$ cat config.mk
export PLATFORM = sky130hd
export DESIGN_NAME = drs_cell
export DESIGN_NICKNAME = d
export VERILOG_FILES = /design/src/drs_pkg.sv /design/src/drs_cell.sv
export SDC_FILE = /design/constraint.sdc
export NUM_CORES = 1
export LEC_CHECK = 0
export BUFFER_PORTS_ARGS = -buffer_cell sky130_fd_sc_hd__buf_2
export CAP_MARGIN = 20
export CORE_UTILIZATION = 38
export CTS_CLUSTER_DIAMETER = 50
export DETAILED_ROUTE_END_ITERATION = 12
export HOLD_SLACK_MARGIN = 0.05
export PLACE_DENSITY = 0.66
export SYNTH_ARGS = -nofsm -noshare
export SYNTH_HDL_FRONTEND = slang
export SYNTH_SLANG_ARGS = --single-unit
$ cat constraint.sdc
create_clock -name clk -period 12.2 [get_ports clk]
set_clock_uncertainty 0.1 [all_clocks]
set_input_delay 0.61 -clock clk [delete_from_list [all_inputs] [get_ports clk]]
set_output_delay 0.61 -clock clk [all_outputs]
set_load 0.1 [all_outputs]
$ cat src/drs_pkg.sv
// Shared constants, types and helpers for the disk request scheduler.
package drs_pkg;

    localparam int QUEUE_SLOTS   = 16;
    localparam int NUM_TYPES     = 4;
    localparam int NUM_PRIO_REGS = 4;

    localparam int FUNC_W   = 2;
    localparam int SLOT_W   = 4;
    localparam int TYPE_W   = 2;
    localparam int POS_W    = 32;
    localparam int STATUS_W = 2;
    localparam int COUNT_W  = 5;
    localparam int PRIO_W   = 4;

    localparam int IDX_W     = (QUEUE_SLOTS > 1) ? $clog2(QUEUE_SLOTS) : 1;
    localparam int CNT_INT_W = $clog2(QUEUE_SLOTS + 1);
    localparam int CMP_W     = (IDX_W > SLOT_W) ? IDX_W : SLOT_W;
    localparam int COUNT_MAX = (1 << COUNT_W) - 1;

    localparam int APB_DATA_W = 32;
    localparam int REG_SEL_W  = $clog2(NUM_PRIO_REGS);
    localparam int APB_ADDR_W = REG_SEL_W + 2;

    localparam logic [PRIO_W-1:0] WORST_PRIO = '1;

    localparam logic [FUNC_W-1:0] FUNC_INSERT = 2'd0;
    localparam logic [FUNC_W-1:0] FUNC_REMOVE = 2'd1;
    localparam logic [FUNC_W-1:0] FUNC_SELECT = 2'd2;

    localparam logic [STATUS_W-1:0] ST_OK       = 2'd0;
    localparam logic [STATUS_W-1:0] ST_OCCUPIED = 2'd1;
    localparam logic [STATUS_W-1:0] ST_EMPTY    = 2'd2;
    localparam logic [STATUS_W-1:0] ST_NONE     = 2'd3;

    typedef logic [NUM_PRIO_REGS-1:0][PRIO_W-1:0] prio_arr_t;

    // Operation word marching down the cell row
    typedef struct packed {
        logic                  active;
        logic [FUNC_W-1:0]     func;
        logic [SLOT_W-1:0]     slot;
        logic [TYPE_W-1:0]     req_type;
        logic [POS_W-1:0]      target_pos;
        logic [POS_W-1:0]      head_pos;
        logic [STATUS_W-1:0]   status;
        logic                  found;
        logic [IDX_W-1:0]      best_slot;
        logic [PRIO_W-1:0]     best_pri;
        logic [POS_W-1:0]      best_dist;
        logic [POS_W-1:0]      best_pos;
        logic [CNT_INT_W-1:0]  count;
    } token_t;

    function automatic logic [PRIO_W-1:0] prio_of(prio_arr_t prio, logic [TYPE_W-1:0] t);
        logic [PRIO_W-1:0] p;
        if (int'(t) >= NUM_TYPES || int'(t) >= NUM_PRIO_REGS)
        begin
            p = WORST_PRIO;
        end
        else
        begin
            p = prio[t];
        end
        return p;
    endfunction

endpackage

$ cat src/drs_cell.sv
// One table entry: applies the passing operation word to its own slot.
module drs_cell (
    input  logic                       clk,
    input  logic                       rst_n,
    input  logic [drs_pkg::IDX_W-1:0]  idx,
    input  drs_pkg::prio_arr_t         prio,
    input  drs_pkg::token_t            tok_in,
    input  logic                       clr,
    output drs_pkg::token_t            tok_out,
    output logic                       valid
);

    logic                          valid_reg;
    logic                          valid_next;
    logic [drs_pkg::TYPE_W-1:0]    type_reg;
    logic [drs_pkg::TYPE_W-1:0]    type_next;
    logic [drs_pkg::POS_W-1:0]     pos_reg;
    logic [drs_pkg::POS_W-1:0]     pos_next;
    drs_pkg::token_t               tok_reg;
    drs_pkg::token_t               tok_next;

    logic                          hit;
    logic [drs_pkg::PRIO_W-1:0]    pri;
    logic [drs_pkg::POS_W-1:0]     span;
    logic                          better;

    assign hit  = (drs_pkg::CMP_W'(tok_in.slot) == drs_pkg::CMP_W'(idx));
    assign pri  = drs_pkg::prio_of(prio, type_reg);
    assign span = pos_reg - tok_in.head_pos;
    assign better = !tok_in.found || (pri < tok_in.best_pri)
                  || ((pri == tok_in.best_pri) && (span < tok_in.best_dist));

    always_comb
    begin
        tok_next   = tok_in;
        valid_next = valid_reg;
        type_next  = type_reg;
        pos_next   = pos_reg;
        if (tok_in.active)
        begin
            unique case (tok_in.func)
                drs_pkg::FUNC_INSERT:
                begin
                    if (hit && !valid_reg)
                    begin
                        valid_next      = 1'b1;
                        type_next       = tok_in.req_type;
                        pos_next        = tok_in.target_pos;
                        tok_next.status = drs_pkg::ST_OK;
                    end
                end
                drs_pkg::FUNC_REMOVE:
                begin
                    if (hit && valid_reg)
                    begin
                        valid_next      = 1'b0;
                        tok_next.status = drs_pkg::ST_OK;
                    end
                end
                drs_pkg::FUNC_SELECT:
                begin
                    if (valid_reg && better)
                    begin
                        tok_next.found     = 1'b1;
                        tok_next.best_slot = idx;
                        tok_next.best_pri  = pri;
                        tok_next.best_dist = span;
                        tok_next.best_pos  = pos_reg;
                    end
                end
                default:
                begin
                end
            endcase
            tok_next.count = tok_in.count + drs_pkg::CNT_INT_W'(valid_next);
        end
        // select winner removal, issued after the word leaves the row
        if (clr)
        begin
            valid_next = 1'b0;
        end
    end

    always_ff @(posedge clk or negedge rst_n)
    begin
        if (!rst_n)
        begin
            valid_reg <= 1'b0;
            tok_reg   <= '0;
        end
        else
        begin
            valid_reg <= valid_next;
            tok_reg   <= tok_next;
        end
    end

    always_ff @(posedge clk)
    begin
        type_reg <= type_next;
        pos_reg  <= pos_next;
    end

    assign tok_out = tok_reg;
    assign valid   = valid_reg;

endmodule

==> flow_summary.toml <==
[setup_path]
timing.rr.end = "tok_out[68]$_DFF_PN0_"
critical_path_required_ns = 12.45
worst_setup_path_start_kind = "register"
ff2ff_setup_slack_ns = 6.51
r2r_cells = 17
cp_max_fo = 77
cp_slowest_cell = "buf_4"
max_stage_delay_ns = 0.73
crit_path_end_kind = "register"
worstPathArrival_ns = 5.94
crit_type = "register to register"
r2r_start = "pos_reg[12]$_DFFE_PP_"
crit_chain = "ha_1, a21oi_1, o211ai_1, a22oi_1, nor3b_2, a21o_1, o21a_1, xnor2_1, ha_1, a2111oi_0, o21ai_0, o2111ai_1, a21boi_0, nor3_4, buf_4, mux2_2, o211ai_1"

[finish]
layout-drive-gt1-share = 0.339
fin_cells = 1478
final_common_cell = "buf_2"
area_growth_pct = 28.7
largest_reg_flops = 153
final_cell_mix = "328 x buf_2, 154 x nand2_1, 154 x dfrtp_1"
nFillCells = 2100
layout.nets = 1395

[logic_synthesis]
synthAdderAreaFrac = 0.0978
ys_seq_elements = 188
synth_compound_area_frac = 0.120
synth_cell_types = 55
ys_warn_count = 0
ys_seq_area_frac = 0.547
synthArstFlopShare = 0.819
synth_edf_count = 34
synth_flop_cell = "dfrtp_1"
synthesis.area_mm2 = 0.00890
synth.mux.area_fraction = 0.0315
synth_xor_area_frac = 0.0295
syn_nets = 1069
syn_area_per_cell_um2 = 10.8
synth_simple_gate_area_share = 0.131
synthCells = 824
synth_top_family_by_area = "simple AND/OR/NAND/NOR gates"

[clock_network]
post-cts-setup-buffers = 0
cts-resized-gates = 0
clk_latency_ns = 0.43
cts_made_buffers = 17
root_buffer = "clkbuf_16"
path_clk_slew_ns = 0.08
cts_tree = "built"
cts.sinks = 188
holdBufCountCts = 0
clockBufferDepth = 2
h-tree-depth = 4

[routing]
first_pass_iters = 5
detail-route-antenna-nets = 0
viasPerCell = 4.87
drc = 0
wl_per_cell_um = 16.6
vias = 7204
wirelength_um = 24500
drtIter0Drc = 396

[power_and_ir_drop]
p_seq_frac = 0.413
swShare = 0.352
p_per_area_mw_per_mm2 = 142
p_total_mw = 1.63
combPwrFrac = 0.241
leakagePower_nw = 5.73
ir_drop_uv = 79.4
clkPwrFrac = 0.346
p_sw_mw = 0.572
p_int_mw = 1.05

[global_route]
grt_max_degree = 81
grt_pass1_vias = 7209
grt.total_usage = 0.204
antenna_found_initial = 3
overflow = 0
grt_pass1_wl_um = 37300

[placed_design]
port_buffers = 329
place.gp.congestion = 0.877
placedCellCount = 1444
dp_hpwl_um = 18700

[die]
num_io_pins = 330
die_y_um = 155
die_area_mm2 = 0.0240
start_util = 0.391
dieWidth_um = 155
std_cell_rows = 55
floorplan.core_area_mm2 = 0.0228

[sta]
rsz0062_at_grt = "no"
fmax_ghz = 0.176
finalMaxSlewViolations = 0
worst_pin_slew_ns = 0.970
hold_viol_final = 0
finalSetupViolations = 0
final.period_utilization = 0.466
period_needed_ns = 5.69
setup_tns_ns = 0
relSlewSlack = 0.354
worst_hold_slack_ns = 0.109

[hold_path]
hp-class = "input pin to async pin"

[status]
status = "finished, final reports clean"

[run]
drv_cap = 0
-- synth_stat cells, types with 2 or more instances --
| cell | n | area share |
|---|---|---|
| a2111o_1 | 2 | 0.0025 |
| a211o_1 | 4 | 0.0039 |
| a211oi_1 | 16 | 0.013 |
| a21boi_0 | 5 | 0.0042 |
| a21o_1 | 14 | 0.012 |
| a21oi_1 | 37 | 0.021 |
| a22oi_1 | 2 | 0.0017 |
| a31o_2 | 2 | 0.0020 |
| a31oi_1 | 3 | 0.0021 |
| and2_1 | 6 | 0.0042 |
| and3_1 | 8 | 0.0056 |
| and4_1 | 3 | 0.0030 |
| buf_2 | 11 | 0.0062 |
| clkbuf_1 | 14 | 0.0059 |
| dfrtp_1 | 154 | 0.43 |
| edfxtp_1 | 34 | 0.11 |
| ha_1 | 68 | 0.096 |
| inv_1 | 73 | 0.031 |
| mux2_2 | 16 | 0.020 |
| mux4_2 | 4 | 0.010 |
| nand2_1 | 154 | 0.065 |
| nand2b_1 | 4 | 0.0028 |
| nand3_1 | 11 | 0.0062 |
| nand4_1 | 16 | 0.011 |
| nor2_1 | 21 | 0.0089 |
| nor2b_1 | 6 | 0.0042 |
| nor3_1 | 6 | 0.0034 |
| nor4_1 | 3 | 0.0021 |
| o2111ai_1 | 4 | 0.0039 |
| o211ai_1 | 4 | 0.0034 |
| o21a_1 | 7 | 0.0059 |
| o21ai_0 | 38 | 0.021 |
| o21bai_1 | 3 | 0.0025 |
| o221ai_1 | 3 | 0.0030 |
| o31a_1 | 3 | 0.0030 |
| o31ai_1 | 7 | 0.0059 |
| or2_2 | 5 | 0.0035 |
| or3_1 | 7 | 0.0049 |
| or4_1 | 2 | 0.0017 |
| xnor2_1 | 22 | 0.022 |
| xor2_1 | 8 | 0.0079 |
-- cell type report --
type / instances / area, um2 / share of cell area
Clock buffer: 20 / 458 / 0.0400
Inverter: 73 / 274 / 0.0239
Tap cell: 313 / 392 / 0.0342
Timing Repair Buffer: 332 / 1680 / 0.146
Clock inverter: 12 / 126 / 0.0110
Sequential cell: 188 / 4870 / 0.425
Multi-Input combinational cell: 538 / 3660 / 0.319
Antenna cell: 2 / 5.00 / 0.000437
-- worst max-delay path: cells and delay by family, from the launching register on --
family                     cells  cell delay (ns)
xor gates and xnor gates       1             0.12
AOI/OAI and AO/OA             10             2.44
buffers and inverters          1             0.73
and+or+nand+nor                2             0.69
muxes                          1             0.41
DFF                            1             0.40
adders and majority gates      2             0.66
-- per-stage QoR --
step | instance area [um2] | worst slack [ns] | util
2_1_floorplan | 8900 | 7.77 | -
3_3_place_gp | 10900 | 6.40 | 0.477
3_5_place_dp | 10900 | 6.20 | 0.477
4_1_cts | 11500 | 6.50 | 0.503
5_1_grt | 11500 | 6.18 | 0.503
6_report | 11500 | 6.51 | 0.503
-- worst max path at each step --
stage                                startpoint               endpoint  slack (ns)  cells past startpoint
after floorplan                      tok_in[80]  tok_out[57]$_DFF_PN0_        7.77                     19
after global placement               tok_in[92]  tok_out[68]$_DFF_PN0_        6.40                     19
after detailed placement             tok_in[92]  tok_out[68]$_DFF_PN0_        6.20                     19
after CTS                 pos_reg[12]$_DFFE_PP_  tok_out[68]$_DFF_PN0_        6.50                     17
after global routing      pos_reg[12]$_DFFE_PP_  tok_out[68]$_DFF_PN0_        6.18                     17
final                     pos_reg[12]$_DFFE_PP_  tok_out[68]$_DFF_PN0_        6.51                     17
-- routing by layer --
metal / global-route usage / share of wire / vias to the layer above / wire, um
met5: 0 / 0.00049 / - / 12
met4: 0.0594 / 0.018 / 2 / 442
met3: 0.0493 / 0.064 / 32 / 1560
met2: 0.361 / 0.50 / 261 / 12300
met1: 0.244 / 0.41 / 3392 / 10200
li1: - / - / 3517 / -
-- power groups by stage --
stage	sequential [mW]	combinational [mW]	clock, mW
global placement	0.684	0.391	0
floorplan	0.881	0.0945	0
global route	0.674	0.416	0.601
detailed placement	0.684	0.393	0
finish	0.671	0.393	0.563
CTS	0.672	0.395	0.577
-- kinds of logic (layout without fill, tap and decap cells) --
group                      Yosys count  in the layout
and+or+nand+nor                    256            256
DFF                                188            188
AOI/OAI and AO/OA                  162            162
buffers and inverters               98            437
adders and majority gates           69             69
xor gates and xnor gates            30             30
muxes                               21             21
other                                0              2
No activity file was read; power rests on OpenSTA's default activity.
